[src/rtl/bcd_pkg.sv]
// Shared types, constants and register codes for the BFSK crossing demodulator.
// No dependencies; the slicer, tracker, top level and bench import this package.
package bcd_pkg;

    localparam int COUNTER_WIDTH_DEF = 8;

    localparam int CFG_DATA_W = 8;
    localparam int CFG_IDX_W  = 3;

    // Configuration register indexes
    localparam logic [CFG_IDX_W-1:0] REG_MIN_PERIOD     = 3'd0;
    localparam logic [CFG_IDX_W-1:0] REG_MAX_PERIOD     = 3'd1;
    localparam logic [CFG_IDX_W-1:0] REG_LOW_THRESHOLD  = 3'd2;
    localparam logic [CFG_IDX_W-1:0] REG_HIGH_THRESHOLD = 3'd3;
    localparam logic [CFG_IDX_W-1:0] REG_BIT_PERIOD     = 3'd4;

    // Register values after reset
    localparam logic [7:0] MIN_PERIOD_RST     = 8'd10;
    localparam logic [7:0] MAX_PERIOD_RST     = 8'd60;
    localparam logic [7:0] LOW_THRESHOLD_RST  = 8'd40;
    localparam logic [7:0] HIGH_THRESHOLD_RST = 8'd30;
    localparam logic [7:0] BIT_PERIOD_RST     = 8'd160;

    // Frame phase codes: start, data bits 1..8, stop, idle
    localparam logic [3:0] PH_START     = 4'd0;
    localparam logic [3:0] PH_LAST_DATA = 4'd8;
    localparam logic [3:0] PH_STOP      = 4'd9;
    localparam logic [3:0] PH_IDLE      = 4'd15;

    localparam logic [7:0] TONE_HIGH_BIT = 8'h80;

    typedef struct packed {
        logic [7:0] min_period;
        logic [7:0] max_period;
        logic [7:0] low_threshold;
        logic [7:0] high_threshold;
        logic [7:0] bit_period;
    } t_cfg;

    // Tone sums and framing state shared by the bit slicer and tone tracker
    typedef struct packed {
        logic [7:0] low_sum;
        logic [7:0] high_sum;
        logic [3:0] phase;
        logic [7:0] data_shift;
        logic       armed;
    } t_frame_state;

endpackage

[src/rtl/bcd_in_if.sv]
// Input channel: one counter tick per request, carrying the crossing flag.
// No dependencies.
interface bcd_in_if;
    logic valid;
    logic ready;
    logic crossing;

    modport source (output valid, output crossing, input ready);
    modport sink   (input valid, input crossing, output ready);
endinterface

[src/rtl/bcd_out_if.sv]
// Result channel: one request per tick, with the byte strobe and the byte.
// No dependencies.
interface bcd_out_if;
    logic       valid;
    logic       ready;
    logic       byte_valid;
    logic [7:0] rx_byte;

    modport source (output valid, output byte_valid, output rx_byte, input ready);
    modport sink   (input valid, input byte_valid, input rx_byte, output ready);
endinterface

[src/rtl/bcd_bit_slicer.sv]
// Bit deadline service: tone decision, sum drain and frame phase advance.
// Depends on bcd_pkg.
module bcd_bit_slicer #(
    parameter int COUNTER_WIDTH = bcd_pkg::COUNTER_WIDTH_DEF
) (
    input  logic [COUNTER_WIDTH-1:0] i_tick,
    input  logic [7:0]               i_bit_period,
    input  bcd_pkg::t_frame_state    i_state,
    input  logic [COUNTER_WIDTH-1:0] i_deadline,
    output bcd_pkg::t_frame_state    o_state,
    output logic [COUNTER_WIDTH-1:0] o_deadline,
    output logic                     o_byte_valid,
    output logic [7:0]               o_rx_byte
);
    import bcd_pkg::*;

    logic high_tone;

    always_comb begin
        o_state      = i_state;
        o_deadline   = i_deadline;
        o_byte_valid = 1'b0;
        o_rx_byte    = '0;
        high_tone    = 1'b0;
        if (i_state.armed && (i_tick == i_deadline)) begin
            o_deadline = i_deadline + COUNTER_WIDTH'(i_bit_period);
            // The larger sum wins (low on a tie) and is drained by one bit period, saturating at zero
            if (i_state.high_sum > i_state.low_sum) begin
                high_tone        = 1'b1;
                o_state.high_sum = (i_state.high_sum >= i_bit_period) ?
                                   i_state.high_sum - i_bit_period : '0;
            end else begin
                o_state.low_sum = (i_state.low_sum >= i_bit_period) ?
                                  i_state.low_sum - i_bit_period : '0;
            end
            priority if (i_state.phase == PH_START) begin
                if (!high_tone) begin
                    o_state.phase = i_state.phase + 4'd1;
                end else begin
                    o_state.phase = PH_IDLE;
                    o_state.armed = 1'b0;
                end
            end else if (i_state.phase <= PH_LAST_DATA) begin
                o_state.data_shift = (i_state.data_shift >> 1) |
                                     (high_tone ? TONE_HIGH_BIT : 8'h00);
                o_state.phase      = i_state.phase + 4'd1;
            end else if (i_state.phase == PH_STOP) begin
                o_byte_valid  = 1'b1;
                o_rx_byte     = i_state.data_shift;
                o_state.phase = PH_IDLE;
                o_state.armed = 1'b0;
            end else begin
                o_state.phase = PH_IDLE;
                o_state.armed = 1'b0;
            end
        end
    end

endmodule

[src/rtl/bcd_tone_tracker.sv]
// Crossing interval measure, period smoothing, tone sums and start detect.
// Depends on bcd_pkg.
module bcd_tone_tracker #(
    parameter int COUNTER_WIDTH = bcd_pkg::COUNTER_WIDTH_DEF
) (
    input  logic [COUNTER_WIDTH-1:0] i_tick,
    input  logic                     i_crossing,
    input  bcd_pkg::t_cfg            i_cfg,
    input  bcd_pkg::t_frame_state    i_state,
    input  logic [COUNTER_WIDTH-1:0] i_deadline,
    input  logic [COUNTER_WIDTH-1:0] i_last_time,
    input  logic [7:0]               i_smoothed,
    output bcd_pkg::t_frame_state    o_state,
    output logic [COUNTER_WIDTH-1:0] o_deadline,
    output logic [COUNTER_WIDTH-1:0] o_last_time,
    output logic [7:0]               o_smoothed
);
    import bcd_pkg::*;

    logic [COUNTER_WIDTH-1:0] interval;
    logic [COUNTER_WIDTH-1:0] smooth_sum;
    logic [7:0]               smooth_new;
    logic [7:0]               low_new;
    logic [7:0]               high_new;

    assign interval   = i_tick - i_last_time;
    assign smooth_sum = (interval >> 1) + (interval >> 2) +
                        COUNTER_WIDTH'(i_smoothed >> 2);
    assign smooth_new = smooth_sum[7:0];
    assign low_new    = i_state.low_sum + smooth_new;
    assign high_new   = i_state.high_sum + smooth_new;

    always_comb begin
        o_state     = i_state;
        o_deadline  = i_deadline;
        o_last_time = i_last_time;
        o_smoothed  = i_smoothed;
        if (i_crossing && (interval >= COUNTER_WIDTH'(i_cfg.min_period))) begin
            o_last_time = i_tick;
            if (interval <= COUNTER_WIDTH'(i_cfg.max_period)) begin
                o_smoothed = smooth_new;
                if (smooth_new >= i_cfg.low_threshold) begin
                    o_state.low_sum = low_new;
                    // Half a bit of low tone while idle opens a frame
                    if ((i_state.phase == PH_IDLE) && (low_new >= (i_cfg.bit_period >> 1))) begin
                        o_state.phase      = PH_START;
                        o_state.high_sum   = '0;
                        o_state.data_shift = '0;
                        o_state.armed      = 1'b1;
                        o_deadline = i_tick + COUNTER_WIDTH'(i_cfg.bit_period) -
                                     COUNTER_WIDTH'(low_new);
                    end
                end else if (smooth_new <= i_cfg.high_threshold) begin
                    // A full bit of high tone while idle flushes both sums
                    if ((i_state.phase == PH_IDLE) && (high_new >= i_cfg.bit_period)) begin
                        o_state.low_sum  = '0;
                        o_state.high_sum = '0;
                    end else begin
                        o_state.high_sum = high_new;
                    end
                end
            end
        end
    end

endmodule

[src/rtl/bfsk_crossing_demodulator_unit.sv]
// Top level of the BFSK zero-crossing demodulator: handshake, state registers.
// Depends on bcd_pkg, bcd_in_if, bcd_out_if, bcd_bit_slicer, bcd_tone_tracker.
//
//   channel   dir  payload                      meaning
//   i_item    in   crossing                     one counter tick, crossing flag
//   o_result  out  byte_valid, rx_byte[7:0]     one result per tick
//   i_cfg_*   in   we, idx[2:0], data[7:0]      register writes, no read-back
//
// Flow: one request per clock while results are taken; a tick enters the input
// register, the whole tick update is combinational and lands in the result
// register, so throughput is one tick per cycle unless the result stalls.
// Reset: synchronous, active low; restores register defaults, idle framing.
// Stalls: while the result register is held, the input register still takes
// one more tick; the chain then stops until the result is taken.
module bfsk_crossing_demodulator_unit #(
    parameter int COUNTER_WIDTH = bcd_pkg::COUNTER_WIDTH_DEF
) (
    input  logic                          i_clk,
    input  logic                          i_rst_n,
    bcd_in_if.sink                        i_item,
    bcd_out_if.source                     o_result,
    input  logic                          i_cfg_we,
    input  logic [bcd_pkg::CFG_IDX_W-1:0] i_cfg_idx,
    input  logic [bcd_pkg::CFG_DATA_W-1:0] i_cfg_data
);
    import bcd_pkg::*;

    // Configuration
    t_cfg r_cfg;

    // Input register
    logic r_in_valid;
    logic r_crossing;

    // Tick state
    logic [COUNTER_WIDTH-1:0] r_tick;
    logic [COUNTER_WIDTH-1:0] r_last_time;
    logic [COUNTER_WIDTH-1:0] r_deadline;
    logic [7:0]               r_smoothed;
    t_frame_state             r_state;

    // Result register
    logic       r_out_valid;
    logic       r_byte_valid;
    logic [7:0] r_rx_byte;

    // Next-state wires
    t_frame_state             slice_state;
    logic [COUNTER_WIDTH-1:0] slice_deadline;
    logic                     n_byte_valid;
    logic [7:0]               n_rx_byte;
    t_frame_state             n_state;
    logic [COUNTER_WIDTH-1:0] n_deadline;
    logic [COUNTER_WIDTH-1:0] n_last_time;
    logic [7:0]               n_smoothed;

    logic advance;
    logic take_in;

    // Advance the held tick when the result register is free or being drained
    assign advance        = r_in_valid && (!r_out_valid || o_result.ready);
    assign i_item.ready   = !r_in_valid || advance;
    assign take_in        = i_item.valid && i_item.ready;

    assign o_result.valid      = r_out_valid;
    assign o_result.byte_valid = r_byte_valid;
    assign o_result.rx_byte    = r_rx_byte;

    // A deadline is served before the crossing of the same tick
    bcd_bit_slicer #(
        .COUNTER_WIDTH (COUNTER_WIDTH)
    ) u_slicer (
        .i_tick       (r_tick),
        .i_bit_period (r_cfg.bit_period),
        .i_state      (r_state),
        .i_deadline   (r_deadline),
        .o_state      (slice_state),
        .o_deadline   (slice_deadline),
        .o_byte_valid (n_byte_valid),
        .o_rx_byte    (n_rx_byte)
    );

    bcd_tone_tracker #(
        .COUNTER_WIDTH (COUNTER_WIDTH)
    ) u_tracker (
        .i_tick      (r_tick),
        .i_crossing  (r_crossing),
        .i_cfg       (r_cfg),
        .i_state     (slice_state),
        .i_deadline  (slice_deadline),
        .i_last_time (r_last_time),
        .i_smoothed  (r_smoothed),
        .o_state     (n_state),
        .o_deadline  (n_deadline),
        .o_last_time (n_last_time),
        .o_smoothed  (n_smoothed)
    );

    // Configuration writes; unknown indexes are dropped
    always_ff @(posedge i_clk) begin
        if (!i_rst_n) begin
            r_cfg.min_period     <= MIN_PERIOD_RST;
            r_cfg.max_period     <= MAX_PERIOD_RST;
            r_cfg.low_threshold  <= LOW_THRESHOLD_RST;
            r_cfg.high_threshold <= HIGH_THRESHOLD_RST;
            r_cfg.bit_period     <= BIT_PERIOD_RST;
        end else if (i_cfg_we) begin
            unique case (i_cfg_idx)
                REG_MIN_PERIOD:     r_cfg.min_period     <= i_cfg_data;
                REG_MAX_PERIOD:     r_cfg.max_period     <= i_cfg_data;
                REG_LOW_THRESHOLD:  r_cfg.low_threshold  <= i_cfg_data;
                REG_HIGH_THRESHOLD: r_cfg.high_threshold <= i_cfg_data;
                REG_BIT_PERIOD:     r_cfg.bit_period     <= i_cfg_data;
                default: ;
            endcase
        end
    end

    // Input register: load on accept, drop once the tick has advanced
    always_ff @(posedge i_clk) begin
        if (!i_rst_n) begin
            r_in_valid <= 1'b0;
        end else if (take_in) begin
            r_in_valid <= 1'b1;
        end else if (advance) begin
            r_in_valid <= 1'b0;
        end
    end

    always_ff @(posedge i_clk) begin
        if (take_in) begin
            r_crossing <= i_item.crossing;
        end
    end

    // Tick state: commit the whole update when the tick advances
    always_ff @(posedge i_clk) begin
        if (!i_rst_n) begin
            r_tick      <= '0;
            r_last_time <= '0;
            r_deadline  <= '0;
            r_smoothed  <= '0;
            r_state     <= '{low_sum: 8'd0, high_sum: 8'd0, phase: PH_IDLE,
                             data_shift: 8'd0, armed: 1'b0};
        end else if (advance) begin
            r_tick      <= r_tick + COUNTER_WIDTH'(1);
            r_last_time <= n_last_time;
            r_deadline  <= n_deadline;
            r_smoothed  <= n_smoothed;
            r_state     <= n_state;
        end
    end

    // Result register: hold until taken
    always_ff @(posedge i_clk) begin
        if (!i_rst_n) begin
            r_out_valid <= 1'b0;
        end else if (advance) begin
            r_out_valid <= 1'b1;
        end else if (o_result.ready) begin
            r_out_valid <= 1'b0;
        end
    end

    always_ff @(posedge i_clk) begin
        if (advance) begin
            r_byte_valid <= n_byte_valid;
            r_rx_byte    <= n_rx_byte;
        end
    end

    // The deadline is armed exactly while a frame is open
    a_armed_in_frame: assert property (@(posedge i_clk) disable iff (!i_rst_n)
        r_state.armed == (r_state.phase != PH_IDLE))
        else $error("deadline armed state disagrees with frame phase");

    // Only start, data, stop and idle phases are ever reached
    a_phase_range: assert property (@(posedge i_clk) disable iff (!i_rst_n)
        (r_state.phase <= PH_STOP) || (r_state.phase == PH_IDLE))
        else $error("frame phase left its legal range");

    // A byte leaves only from the stop phase
    a_byte_at_stop: assert property (@(posedge i_clk) disable iff (!i_rst_n)
        advance && n_byte_valid |-> r_state.phase == PH_STOP)
        else $error("byte emitted outside the stop phase");

    // The tick counter moves only with an advancing tick
    a_tick_hold: assert property (@(posedge i_clk) disable iff (!i_rst_n)
        !advance |=> $stable(r_tick))
        else $error("tick counter moved without a tick");

    // An empty result carries a zero byte
    a_zero_byte: assert property (@(posedge i_clk) disable iff (!i_rst_n)
        r_out_valid && !r_byte_valid |-> r_rx_byte == 8'd0)
        else $error("rx_byte nonzero without byte_valid");

endmodule

[src/flat_wrapper.sv]
// flat-port wrapper written by rule: the top's interface ports become plain ports
module bfsk_crossing_demodulator_unit_flat import bcd_pkg::*;
#(
    parameter int COUNTER_WIDTH = bcd_pkg::COUNTER_WIDTH_DEF
)
  (i_clk, i_rst_n, i_cfg_we, i_cfg_idx, i_cfg_data, i_item_valid, i_item_crossing, i_item_ready, o_result_valid, o_result_byte_valid, o_result_rx_byte, o_result_ready);
  bcd_in_if i_item_i ();
  bcd_out_if o_result_i ();
  input  logic i_clk;
  input  logic i_rst_n;
  input  logic i_cfg_we;
  input  logic [bcd_pkg::CFG_IDX_W-1:0] i_cfg_idx;
  input  logic [bcd_pkg::CFG_DATA_W-1:0] i_cfg_data;
  input wire logic [$bits(i_item_i.valid)-1:0] i_item_valid;
  input wire logic [$bits(i_item_i.crossing)-1:0] i_item_crossing;
  output wire logic [$bits(i_item_i.ready)-1:0] i_item_ready;
  output wire logic [$bits(o_result_i.valid)-1:0] o_result_valid;
  output wire logic [$bits(o_result_i.byte_valid)-1:0] o_result_byte_valid;
  output wire logic [$bits(o_result_i.rx_byte)-1:0] o_result_rx_byte;
  input wire logic [$bits(o_result_i.ready)-1:0] o_result_ready;
  assign i_item_i.valid = i_item_valid;
  assign i_item_i.crossing = i_item_crossing;
  assign i_item_ready = i_item_i.ready;
  assign o_result_valid = o_result_i.valid;
  assign o_result_byte_valid = o_result_i.byte_valid;
  assign o_result_rx_byte = o_result_i.rx_byte;
  assign o_result_i.ready = o_result_ready;
  bfsk_crossing_demodulator_unit #(.COUNTER_WIDTH(COUNTER_WIDTH)) u_core (.i_clk(i_clk), .i_rst_n(i_rst_n), .i_item(i_item_i), .o_result(o_result_i), .i_cfg_we(i_cfg_we), .i_cfg_idx(i_cfg_idx), .i_cfg_data(i_cfg_data));
endmodule
[config.mk]
export PLATFORM = sky130hd
export DESIGN_NAME = bfsk_crossing_demodulator_unit_flat
export DESIGN_NICKNAME = d
export VERILOG_FILES = /design/src/rtl/bcd_pkg.sv /design/src/rtl/bcd_in_if.sv /design/src/rtl/bcd_out_if.sv /design/src/rtl/bcd_bit_slicer.sv /design/src/rtl/bcd_tone_tracker.sv /design/src/rtl/bfsk_crossing_demodulator_unit.sv /design/src/flat_wrapper.sv
export SDC_FILE = /design/constraint.sdc
export NUM_CORES = 1
export LEC_CHECK = 0
export BUFFER_PORTS_ARGS = -buffer_cell sky130_fd_sc_hd__buf_2
export CORE_MARGIN = 8
export CORE_UTILIZATION = 60
export CTS_BUF_LIST = sky130_fd_sc_hd__clkbuf_8
export DETAILED_ROUTE_END_ITERATION = 16
export PLACE_DENSITY = 0.77
export SLEW_MARGIN = 20
export SYNTH_ARGS = -nofsm -noshare
export SYNTH_HDL_FRONTEND = slang
export SYNTH_SLANG_ARGS = --single-unit
[constraint.sdc]
create_clock -name i_clk -period 13.5 [get_ports i_clk]
set_input_delay 1.35 -clock i_clk [delete_from_list [all_inputs] [get_ports i_clk]]
set_output_delay 1.35 -clock i_clk [all_outputs]
set_load 0.05 [all_outputs]
; ---- Word-level counts from Yosys, hierarchy flattened
; Cells that the tools add are included.
[word_totals]
register_bits = 113
in_bits = 17
output_inout_bits = 11
word_cells = 108
[classes]
n_addsub = 12
magnitude_cmp = 10
n_eq_ne = 7
n_mux = 34
n_bitwise = 3
n_reduce_logical = 23
[op_table]
columns = cell, n
row1 = 8-bit two-way mux, 14
row2 = 29-bit two-way mux, 3
row3 = 8-bit greater-or-equal comparator, 5
row4 = 8-bit adder, 4
row5 = 16-bit two-way mux, 2
row6 = 8-bit subtractor, 4
row7 = 21-bit two-way mux, 1
row8 = 8-bit <= comparator, 2
row9 = 13-bit two-way mux, 1
row10 = 4-bit two-way mux, 3
row11 = 2-bit AND reduction, 6
row12 = 1-bit two-way mux, 10
row13 = 7-bit by 6-bit adder with 8-bit output, 1
row14 = "8-bit by 1-bit adder with 8-bit output, second input constant", 1
row15 = 8-bit by 6-bit adder with 8-bit output, 1
row16 = "4-bit == test, second input constant", 2
row17 = 8-bit == test, 1
row18 = 8-bit by 7-bit greater-or-equal comparator with 1-bit output, 1
row19 = 8-bit greater-than comparator, 1
row20 = 7-bit by 8-bit bitwise OR with 8-bit output, 1
row21 = "3-bit by 2-bit == test with 1-bit output, second input constant", 2
row22 = 1-bit logical AND, 6
row23 = "4-bit by 1-bit adder with 4-bit output, second input constant", 1
row24 = "4-bit <= comparator, second input constant", 1
row25 = 11 further kinds, 15

; ---- Longest topological paths before layout
; Gate-level depths: netlist (run 1).
[depth]
ltp_word = 16
depth_mapped = 30
mapped_depth_nobuf = 30

; ---- Hierarchy
; A second synthesis (run 1) with hierarchy kept.
[unflattened]
cells_unflattened = 1154
area_unflattened_um2 = 9593.0
[by_module_without_submodules]
columns = mod, instances, cells_each, area_each_um2, seq_area_each_um2
row1 = bfsk_crossing_demodulator_unit, 1, 462, 4231.6, 2362.3
row2 = bcd_tone_tracker, 1, 442, 3455.8, 0.0
row3 = bcd_bit_slicer, 1, 250, 1905.6, 0.0

; ---- Worst setup path before layout (run 1)
; Ideal clock, no wire load.
[synth_timing]
path_type = register -> register
from = register u_core.r_tick[0]
to = register u_core.r_deadline[3]
setup_time_ns = 0.142
arrival_time_ns = 6.291
required_time_ns = 13.358
setup_slack_ns = 7.067
path_stages_with_launch = 27
path_buffers = 0
synth_period_minus_slack_ns = 6.433
path_cell_list = dfxtp_1 > inv_1 > ha_1 > inv_1 > fa_1 > a21o_1 > a21oi_1 > xnor2_1 > inv_1 > fa_1 > fa_1 > inv_1 > ha_1 > a21o_1 > a21oi_1 > inv_1 > maj3_1 > a21oi_1 > xor2_1 > inv_1 > ha_1 > nand2_1 > nor2_1 > a211oi_1 > a211oi_2 > a2111oi_0 > a311oi_1
[synth_via]
elab_chain_cells = 10
elab_cells_between_ends = 21
classes_between = add/sub (6) / order compare (4) / eq/ne (2) / mux (6) / reduce/logical (3)
[synth_lines]
columns = element, line_no
row1 = from (decl), bfsk_crossing_demodulator_unit.sv:36  ; logic [COUNTER_WIDTH-1:0] r_tick;
row2 = from (signal assigned), bfsk_crossing_demodulator_unit.sv:146  ; r_tick <= r_tick + COUNTER_WIDTH'(1);
row3 = 8-bit subtractor *, bcd_tone_tracker.sv:26  ; assign interval = i_tick - i_last_time;
row4 = 7-bit by 6-bit adder with 8-bit output *, bcd_tone_tracker.sv:27  ; assign smooth_sum = (interval >> 1) + (interval >> 2) +
row5 = 8-bit by 6-bit adder with 8-bit output *, bcd_tone_tracker.sv:27
row6 = via u_core.u_tracker.smooth_new[2], bcd_tone_tracker.sv:22  ; logic [7:0] smooth_new;
row7 = 8-bit adder, bcd_tone_tracker.sv:30  ; assign low_new = i_state.low_sum + smooth_new;
row8 = 8-bit by 7-bit greater-or-equal comparator with 1-bit output, bcd_tone_tracker.sv:45  ; if ((i_state.phase == PH_IDLE) && (low_new >= (i_cfg.bit_period >> 1))) begin
row9 = 1-bit logical AND, bcd_tone_tracker.sv:45
row10 = 8-bit two-way mux, bcd_tone_tracker.sv:45
row11 = 8-bit two-way mux *, bcd_tone_tracker.sv:42  ; if (smooth_new >= i_cfg.low_threshold) begin
row12 = 8-bit two-way mux *, bcd_tone_tracker.sv:40  ; if (interval <= COUNTER_WIDTH'(i_cfg.max_period)) begin
row13 = 8-bit two-way mux *, bcd_tone_tracker.sv:38  ; if (i_crossing && (interval >= COUNTER_WIDTH'(i_cfg.min_period))) begin
row14 = to (signal assigned), bfsk_crossing_demodulator_unit.sv:148  ; r_deadline <= n_deadline;
row15 = to (decl), bfsk_crossing_demodulator_unit.sv:38  ; logic [COUNTER_WIDTH-1:0] r_deadline;
; The timed path passes the listed nets; every way through them passes the cells marked *.
; A chain may end at the register's enable or synchronous reset.

; ---- Final worst setup path (run 1)
[layout_timing]
from = register u_core.r_tick[0]
to = register u_core.r_state[13] (netlist bit)
[layout_via]
elab_chain_cells = 11
elab_cells_between_ends = 24
classes_between = add/sub (5) / order compare (6) / eq/ne (2) / mux (7) / reduce/logical (4)
[layout_lines]
columns = element, line_no
row1 = 8-bit subtractor *, bcd_tone_tracker.sv:26
row2 = 7-bit by 6-bit adder with 8-bit output *, bcd_tone_tracker.sv:27
row3 = 8-bit by 6-bit adder with 8-bit output *, bcd_tone_tracker.sv:27
row4 = via u_core.u_tracker.smooth_new[3], bcd_tone_tracker.sv:22
row5 = 8-bit adder, bcd_tone_tracker.sv:31  ; assign high_new = i_state.high_sum + smooth_new;
row6 = 8-bit greater-or-equal comparator, bcd_tone_tracker.sv:55  ; if ((i_state.phase == PH_IDLE) && (high_new >= i_cfg.bit_period)) begin
row7 = 1-bit logical AND, bcd_tone_tracker.sv:55
row8 = 8-bit two-way mux, bcd_tone_tracker.sv:55
row9 = 16-bit two-way mux, bcd_tone_tracker.sv:53  ; end else if (smooth_new <= i_cfg.high_threshold) begin
row10 = 16-bit two-way mux *, bcd_tone_tracker.sv:42
row11 = 29-bit two-way mux *, bcd_tone_tracker.sv:40
row12 = 29-bit two-way mux *, bcd_tone_tracker.sv:38
row13 = to (signal assigned), bfsk_crossing_demodulator_unit.sv:143  ; r_state <= '{low_sum: 8'd0, high_sum: 8'd0, phase: PH_IDLE,
row14 = to (signal assigned), bfsk_crossing_demodulator_unit.sv:150  ; r_state <= n_state;
row15 = to (decl), bfsk_crossing_demodulator_unit.sv:40  ; t_frame_state r_state;
; Marked as above.

==> results of run 1 <==
-- cell type report --
| cell class | count | share of cell area |
|---|---|---|
| clock buffers | 10 | 0.0147 |
| clock inverters | 6 | 0.00615 |
| inverters | 111 | 0.0445 |
| multi-input cells | 805 | 0.644 |
| flip-flops and latches | 111 | 0.248 |
| well taps | 184 | 0.0246 |
| repair buffers | 31 | 0.0177 |
-- metal layers --
metal	up-vias	routed length [µm]	track usage
met1	3485	10100	0.314
met2	172	9830	0.389
li1	3716	-	-
met5	-	0	0
met4	0	319	0.0627
met3	20	910	0.0317
-- metrics by stage --
| stage | hold WS, ns | cells | worst slack (ns) | instance area (µm²) |
|---|---|---|---|---|
| CTS | 0.479 | 1258 | 6.27 | 9360 |
| global route | 0.497 | 1258 | 5.72 | 9360 |
| detailed placement | 0.462 | 1242 | 6.35 | 9160 |
| finish | 0.478 | 1258 | 6.22 | 9360 |
| global placement | 0.453 | 1242 | 6.46 | 9160 |
| floorplan | 0.439 | 1058 | 7.07 | 8900 |
-- kinds of logic (layout without fill, tap and decap cells) --
family	Yosys count	in the layout
buffers and inverters	142	158
XOR/XNOR	62	62
adder cells (fa/ha/maj)	136	136
AND/OR/NAND/NOR	303	303
multiplexers	17	17
AO/OA/AOI/OAI	287	287
flip-flops	111	111
-- Yosys cell counts (all sizes together), types with 3 or more instances --
master | n | area (µm²)
a2111oi | 6 | 71.3
a211oi | 11 | 100
a21boi | 32 | 240
a21o | 22 | 165
a21oi | 58 | 294
a22o | 10 | 87.6
a31oi | 5 | 31.3
and2 | 17 | 106
and3 | 5 | 31.3
buf | 5 | 40.0
clkbuf | 26 | 97.6
dfxtp | 101 | 2020
edfxtp | 10 | 300
fa | 18 | 360
ha | 116 | 1450
inv | 110 | 413
mux2i | 17 | 170
nand2 | 113 | 424
nand2b | 17 | 106
nand3 | 21 | 105
nand3b | 3 | 22.5
nand4 | 11 | 68.8
nor2 | 49 | 184
nor2b | 24 | 150
nor3 | 14 | 96.4
nor3b | 3 | 27.5
o211a | 6 | 60.1
o211ai | 19 | 143
o21a | 19 | 143
o21ai | 70 | 354
o21bai | 8 | 60.1
o22ai | 3 | 25.0
or2 | 7 | 43.8
or3 | 10 | 62.6
xnor2 | 47 | 434
xor2 | 14 | 123
-- registers in the layout, summed over array words and instances, names as in the netlist --
name / flops
u_core.r_crossing: 1
u_core.r_state: 29
u_core.o_result.byte_valid: 1
u_core.r_deadline: 8
u_core.r_in_valid: 1
u_core.o_result.valid: 1
u_core.o_result.rx_byte: 8
u_core.r_last_time: 8
u_core.r_tick: 8
u_core.r_cfg: 40
u_core.r_smoothed: 6
-- final timing paths --
check,startpoint,depth (start not counted),to
worst max-delay path,u_core.r_tick[0],25,u_core.r_state[13]
worst min register to register,u_core.r_cfg[25],2,u_core.r_cfg[25]
worst min-delay path,u_core.r_cfg[25],2,u_core.r_cfg[25]
worst max register to register,u_core.r_tick[0],25,u_core.r_state[13]
-- worst max-delay path, stage by stage (launching register included) --
cell      delay [ns]
dfxtp_1         0.39
inv_1           0.12
ha_1            0.17
inv_1           0.06
fa_1            0.45
a21o_1          0.17
a21oi_1         0.21
xnor2_1         0.24
inv_1           0.15
fa_1            0.54
fa_1            0.47
xnor2_1         0.47
ha_1            0.34
a21oi_1         0.24
inv_1           0.09
maj3_1          0.35
a21oi_1         0.18
xor2_1          0.27
inv_1           0.07
ha_1            0.29
nand2_1         0.08
nor2_1          0.04
a211oi_1        0.82
a31oi_1         0.52
o221ai_1        0.32
o211a_1         0.17
-- power breakdown --
part | internal (mW) | switching, mW | total [mW]
Combinational | 0.0772 | 0.115 | 0.192
Clock | 0.0773 | 0.127 | 0.205
Sequential | 0.341 | 0.00967 | 0.351
Total | 0.496 | 0.252 | 0.748
==> impl_metrics.json, run 1 <==
{
  "fin_crit_ns": 7.28,
  "status": "finished clean",
  "hpwl_um": 16100,
  "min_path_type": "flop to flop",
  "area_growth_pct": 5.09,
  "dr.pass1.iters": 5,
  "powerDensity_nw_per_um2": 79.9,
  "syn_area_um2": 8900,
  "hold_buffers": 0,
  "io_pins": 28,
  "wire_per_inst_um": 16.8,
  "clock_path_buffers": 2,
  "cp.arrival_ns": 7.63,
  "synthesis.instances": 1058,
  "cts_root_buf": "clkbuf_8",
  "slew_headroom": 0.278,
  "gp_congestion": 0.913,
  "grt_pass1_vias": 7060,
  "setup-violations-final": 0,
  "cts_tree": "built",
  "drc": 0,
  "synth-compound-area-share": 0.218,
  "ff_latch_area_um2": 2320,
  "ys_seq_area_frac": 0.261,
  "die_h_um": 138,
  "async_flop_share": 0,
  "period_share": 0.539,
  "synth_xor_area_frac": 0.0652,
  "syn_area_per_cell_um2": 8.42,
  "drive_above_1_share": 0.0633,
  "final-hold-violation-count": 0,
  "synth_edf_count": 10,
  "synth.distinct_cells": 73,
  "synth-simple-area-share": 0.169,
  "wirelength_um": 21200,
  "ys_warn_count": 0,
  "utilization": 0.644,
  "track_usage": 0.235,
  "htree_num_levels": 3,
  "ys_seq_elements": 111,
  "cts-resized-gates": 0,
  "die_area_um2": 19000,
  "fin_skew_ns": 0.0123,
  "worstSetupStartpointType": "flop",
  "end_kind": "flop",
  "antenna_cells": 0,
  "final_common_cell": "ha_1",
  "rows": 44,
  "grt_overflow_total": 0,
  "critPathMaxFanout": 8,
  "muxShareOfSynthArea": 0.0191,
  "max_cap_violations": 0,
  "start_util": 0.613,
  "tns_ns": 0,
  "post_cts_buffers": 0,
  "drt_iter0_markers": 452,
  "power_leakage_nw": 4.06,
  "synth_top_family_by_area": "compound AO/OA/AOI/OAI gates",
  "core-area_um2": 14500,
  "yosys.area_share.adder": 0.206,
  "power.total_mw": 0.748,
  "peakVddDrop_mv": 0.0637,
  "grt_start_max_net_pins": 98,
  "nets": 1220,
  "vias": 7393,
  "final_cell_mix": "ha_1 (116), nand2_1 (113), inv_1 (110)",
  "detail-route-antenna-nets": 0,
  "port_buffers": 27,
  "clkSlewWorstSetupHoldPaths_ns": 0.11,
  "via_per_inst": 5.88,
  "drv_slew": 0,
  "cts_sinks": 111,
  "reg2reg_slack_ns": 6.22,
  "worst_pin_slew_ns": 1.08,
  "clk_latency_ns": 0.40,
  "synth_ff_type": "dfxtp_1",
  "cp.required_ns": 13.85,
  "fillCellCount": 1320,
  "synth_nets": 1209,
  "multi_input_area_um2": 6030,
  "grt_first_pass_wirelength_um": 35400,
  "grt_setup_unrepaired": "no",
  "max_freq_mhz": 137,
  "cts_buffers": 9,
  "crit_type": "flop to flop",
  "antenna_found_initial": 0,
  "dieWidth_um": 138
}
(Power assumes the default switching activity.)
==> run 2, diff against run 1 <==
- clock period: 13.5 -> 7.3 ns (I/O delays scaled with it)
==> run 2 against run 1 <==
Net effect:
- die area is the same
- worst setup slack got worse by 5.7 ns
- utilization rose by 0.53 points
- sequential cell count is the same
- sequential share of layout area fell by 0.20 points
- final cell count grew 0.87%
- critical endpoint is now u_core.r_state[1]
- count of clock-buffer cells in the layout decreased by 1
- first-iteration DRC count decreased by 10%
- final area is 0.83% higher
==> impl_metrics.json, run 2 (synthesis gave the netlist of run 1 again) <==
{
  "status": "finished clean",
  "hold_end": "u_core.r_cfg[36]",
  "wire_per_inst_um": 16.8,
  "cts_tree": "built",
  "stdcell_area_um2": 9430,
  "cts_sinks": 111,
  "cts_buffers": 9,
  "hpwl_um": 16400,
  "dr.pass1.iters": 6,
  "io_pins": 28,
  "regMostFlops": "u_core.r_cfg",
  "grt_overflow_total": 0,
  "drc": 0,
  "die_area_um2": 19000,
  "fin_ws_ns": 0.546,
  "peakVddDrop_mv": 0.0849,
  "htree_num_levels": 3,
  "clkSlewWorstSetupHoldPaths_ns": 0.11,
  "utilization": 0.649,
  "track_usage": 0.235,
  "top_regs": "u_core.r_cfg: 40 flops, u_core.r_state: 29 flops",
  "core-area_um2": 14500,
  "wirelength_um": 21300,
  "worst_pin_slew_ns": 0.884,
  "max_cap_violations": 0,
  "cp.required_ns": 7.60,
  "setup-violations-final": 0,
  "reg2reg_from": "u_core.r_tick[0]",
  "antenna_found_initial": 0,
  "start_util": 0.613,
  "antenna_cells": 0,
  "dp_slack_ns": 0.560,
  "period_share": 0.925,
  "drt_iter0_markers": 407,
  "critPathMaxFanout": 9,
  "cts_root_buf": "clkbuf_8",
  "gp_congestion": 0.885,
  "end_kind": "flop",
  "rows": 44,
  "fin_crit_ns": 6.75,
  "detail-route-antenna-nets": 0,
  "powerDensity_nw_per_um2": 145,
  "power_leakage_nw": 4.13,
  "drv_slew": 0,
  "slew_headroom": 0.411,
  "nets": 1231,
  "crit_start": "u_core.r_tick[0]",
  "clk_latency_ns": 0.40,
  "drive_above_1_share": 0.0719,
  "grt_setup_unrepaired": "no",
  "via_per_inst": 5.85,
  "hold_depth": 2,
  "fin_skew_ns": 0.0195,
  "dp_cells": 1253,
  "final_common_cell": "ha_1",
  "die_h_um": 138,
  "reg2reg_slack_ns": 0.55,
  "area_growth_pct": 5.96,
  "cp.arrival_ns": 7.05,
  "final-hold-violation-count": 0,
  "dieWidth_um": 138,
  "dpl_cell_area_um2": 9240,
  "r2r-end": "u_core.r_state[1]",
  "crit_type": "flop to flop",
  "grt_pass1_vias": 6962,
  "layout.cells.non_filler": 1269,
  "power.total_mw": 1.37,
  "largest_register_ffs": 40,
  "r2r_cells": 27,
  "final_cell_mix": "ha_1 (116), nand2_1 (113), inv_1 (112)",
  "hold_buffers": 0,
  "max_freq_mhz": 148,
  "tns_ns": 0,
  "min_path_type": "flop to flop",
  "vias": 7424,
  "clock_path_buffers": 2,
  "worstSetupStartpointType": "flop",
  "grt_start_max_net_pins": 98,
  "port_buffers": 27,
  "hold-worst-slack_ns": 0.474,
  "worstHoldStart": "u_core.r_cfg[36]",
  "grt_first_pass_wirelength_um": 35100
}
[run 2: layout make-up]
type	count	area (µm²)
Multi-Input combinational cell	805	6030
Fill cell	1256	5100
Inverter	111	417
Clock buffer	9	124
Timing Repair Buffer	42	248
Sequential cell	111	2320
Tap cell	184	230
Clock inverter	7	58.8
[run 2: how the worst max path moves through the flow]
stage                                 to  slack [ns]  depth (start not counted)
floorplan           u_core.r_deadline[3]        0.87                         26
global placement       u_core.r_state[7]        0.77                         27
detailed placement    u_core.r_state[28]        0.56                         29
CTS                   u_core.r_state[28]        0.57                         29
global route          u_core.r_state[22]        0.05                         29
finish                 u_core.r_state[1]        0.55                         27
[run 2: power by group]
| part | internal (mW) | switching (mW) |
|---|---|---|
| clock network | 0.129 | 0.231 |
| logic | 0.146 | 0.216 |
| registers | 0.631 | 0.0172 |
[run 2: what timing repair did]
action,4_1_cts,5_1_grt
hold endpoints to repair,0,0
endpoints found under the setup margin,0,3
resized for setup,0,1
setup buffers,0,0
[run 2: worst max-delay path, stage by stage (launching register included)]
cell and delay [ns]:
dfxtp_1 0.38, inv_1 0.11, ha_1 0.17, inv_1 0.06, fa_1 0.45, a21o_1 0.17
a21oi_1 0.21, xnor2_1 0.23, inv_1 0.15, fa_1 0.54, fa_1 0.57, inv_1 0.12
ha_1 0.36, a21o_1 0.19, a21oi_1 0.23, inv_1 0.07, maj3_1 0.35, a21oi_1 0.21
xor2_1 0.31, inv_1 0.09, ha_1 0.30, nand2_1 0.05, nor2_1 0.09, a211oi_1 0.06
buf_4 0.16, a211oi_4 0.53, o21ai_2 0.22, a22o_1 0.27
[run 2: metal layers]
metal  GRT usage  routed length (µm)
met5           0                   0
met4      0.0937                 539
met3      0.0350                1140
met2       0.373                9720
met1       0.314                9930
==> run 3, diff against run 2 <==
- CORE_ASPECT_RATIO: unset -> 2
- MAX_ROUTING_LAYER: unset -> met4
==> run 3 against run 2 <==
Net effect:
- non-clock buffer count rose by 2
- global-route usage rose by 1.1 points
- final area rose by 0.64%
- utilization fell by 0.16 points
- register-to-register slack got worse by 0.03 ns
- final cell count rose by 1.0%
- sequential power barely moved
- clock skew fell by 0.0018 ns
- via count rose by 1.6%
- clock power rose by 9.4%
- count of clock-buffer cells in the layout did not move
- die area rose by 1.2%
- critical path type unchanged
==> impl_metrics.json, run 3 (synthesis gave the netlist of run 1 again) <==
{
  "top_regs": "u_core.r_cfg: 40 flops, u_core.r_state: 29 flops",
  "clk_latency_ns": 0.40,
  "port_buffers": 27,
  "cts_sinks": 111,
  "htree_num_levels": 3,
  "worstSetupStartpointType": "flop",
  "die_area_um2": 19200,
  "dr_wl_met2_um": 11200,
  "regMostFlops": "u_core.r_cfg",
  "max_freq_mhz": 147,
  "status": "finished clean",
  "tns_ns": 0,
  "drc": 0,
  "via_per_inst": 5.88,
  "wl_met1_um": 9210,
  "powerDensity_nw_per_um2": 149,
  "dr.pass1.iters": 5,
  "grt_pass1_vias": 7605,
  "rows": 63,
  "final_common_cell": "ha_1",
  "io_pins": 28,
  "antenna_cells": 0,
  "power_leakage_nw": 4.13,
  "min_path_type": "flop to flop",
  "area_growth_pct": 6.63,
  "power_switching_mw": 0.495,
  "max_cap_violations": 0,
  "fin_skew_ns": 0.0176,
  "maxUsedRoutingLayer": "met4",
  "period_share": 0.929,
  "drt_iter0_markers": 434,
  "grt_start_max_net_pins": 98,
  "drv_slew": 0,
  "worst_pin_slew_ns": 0.927,
  "final-hold-violation-count": 0,
  "clock_path_buffers": 2,
  "start_util": 0.607,
  "crit_type": "flop to flop",
  "grt_overflow_total": 0,
  "gp_congestion": 0.906,
  "cp.arrival_ns": 7.03,
  "vias": 7542,
  "wl_met3_um": 902,
  "antenna_found_initial": 0,
  "dieWidth_um": 102,
  "peakVddDrop_mv": 0.0985,
  "final_cell_mix": "ha_1 (116), nand2_1 (113), inv_1 (110)",
  "largest_register_ffs": 40,
  "critPathMaxFanout": 7,
  "grt_setup_unrepaired": "no",
  "track_usage": 0.246,
  "cts_root_buf": "clkbuf_8",
  "p_clk_frac": 0.280,
  "cts_buffers": 9,
  "grt_first_pass_wirelength_um": 36700,
  "detail-route-antenna-nets": 0,
  "drive_above_1_share": 0.0764,
  "slew_headroom": 0.377,
  "core-area_um2": 14700,
  "clkSlewWorstSetupHoldPaths_ns": 0.13,
  "fin_crit_ns": 6.78,
  "setup-violations-final": 0,
  "power.total_mw": 1.41,
  "die_h_um": 188,
  "cp.required_ns": 7.55,
  "wire_per_inst_um": 17.3,
  "fillCellCount": 1269,
  "hpwl_um": 17100,
  "power_frac_comb": 0.261,
  "internal-power_mw": 0.917,
  "swShare": 0.350,
  "seqPwrFrac": 0.459,
  "nets": 1233,
  "wirelength_um": 22200,
  "end_kind": "flop",
  "cts_tree": "built"
}
[run 3: power groups by stage]
stage | Sequential, mW | Clock (mW) | Combinational, mW
2_1_floorplan | 0.666 | 0 | 0.260
3_3_place_gp | 0.662 | 0 | 0.346
6_report | 0.649 | 0.395 | 0.368
3_5_place_dp | 0.662 | 0 | 0.361
4_1_cts | 0.649 | 0.401 | 0.363
5_1_grt | 0.651 | 0.421 | 0.408
[run 3: layer usage]
layer	vias up	track usage
met1	3563	0.282
met3	64	0.0296
met2	180	0.414
met4	0	0.112
li1	3735	-
met5	-	-
[run 3: per-stage QoR]
step	instances	hold slack (ns)	worst slack [ns]	utilization	instance area, µm²
floorplan	1058	0.439	0.867	-	8900
global placement	1263	0.453	0.712	0.631	9250
detailed placement	1263	0.460	0.483	0.631	9250
CTS	1279	0.479	0.435	0.645	9460
global route	1282	0.488	0.0260	0.648	9490
finish	1282	0.477	0.519	0.648	9490
[run 3: critical path, stage by stage (launching register included)]
cell and delay (ns):
dfxtp_1 0.39, inv_1 0.11, ha_1 0.19, inv_1 0.07, fa_1 0.45, a21o_1 0.17, a21oi_1 0.21, xnor2_1 0.24
inv_1 0.15, fa_1 0.56, fa_1 0.60, inv_1 0.14, ha_1 0.37, a21o_1 0.19, a21oi_1 0.21, inv_1 0.07
maj3_1 0.35, a21oi_1 0.19, xor2_1 0.29, inv_1 0.08, ha_1 0.29, nand2_1 0.07, nor2_1 0.04, a211oi_1 0.20
buf_4 0.19, a211oi_2 0.14, a2111oi_0 0.54, a311oi_1 0.11
[run 3: final timing paths]
check,start,endpoint,slack [ns],cells past startpoint
hold reg to reg,u_core.r_cfg[34],u_core.r_cfg[34],0.48,2
setup / recovery,u_core.r_tick[0],u_core.r_deadline[3],0.52,27
hold / removal,u_core.r_cfg[34],u_core.r_cfg[34],0.48,2
setup reg to reg,u_core.r_tick[0],u_core.r_deadline[3],0.52,27
[run 3: cell type report]
class / count / area, µm² / share of cell area
sequential: 111 / 2320 / 0.245
tap: 195 / 244 / 0.0257
multi-input combinational: 805 / 6040 / 0.636
inverter: 111 / 417 / 0.0439
timing repair buffer: 44 / 263 / 0.0277
clock buffer: 9 / 124 / 0.0130
clock inverter: 7 / 86.3 / 0.00909
[run 3: what timing repair did]
action / CTS / global route
buffers inserted: 0 / 3
setup endpoints to repair: 0 / 11
hold buffers: 0 / 0
gates resized for setup: 0 / 2
hold endpoints to repair: 0 / 0
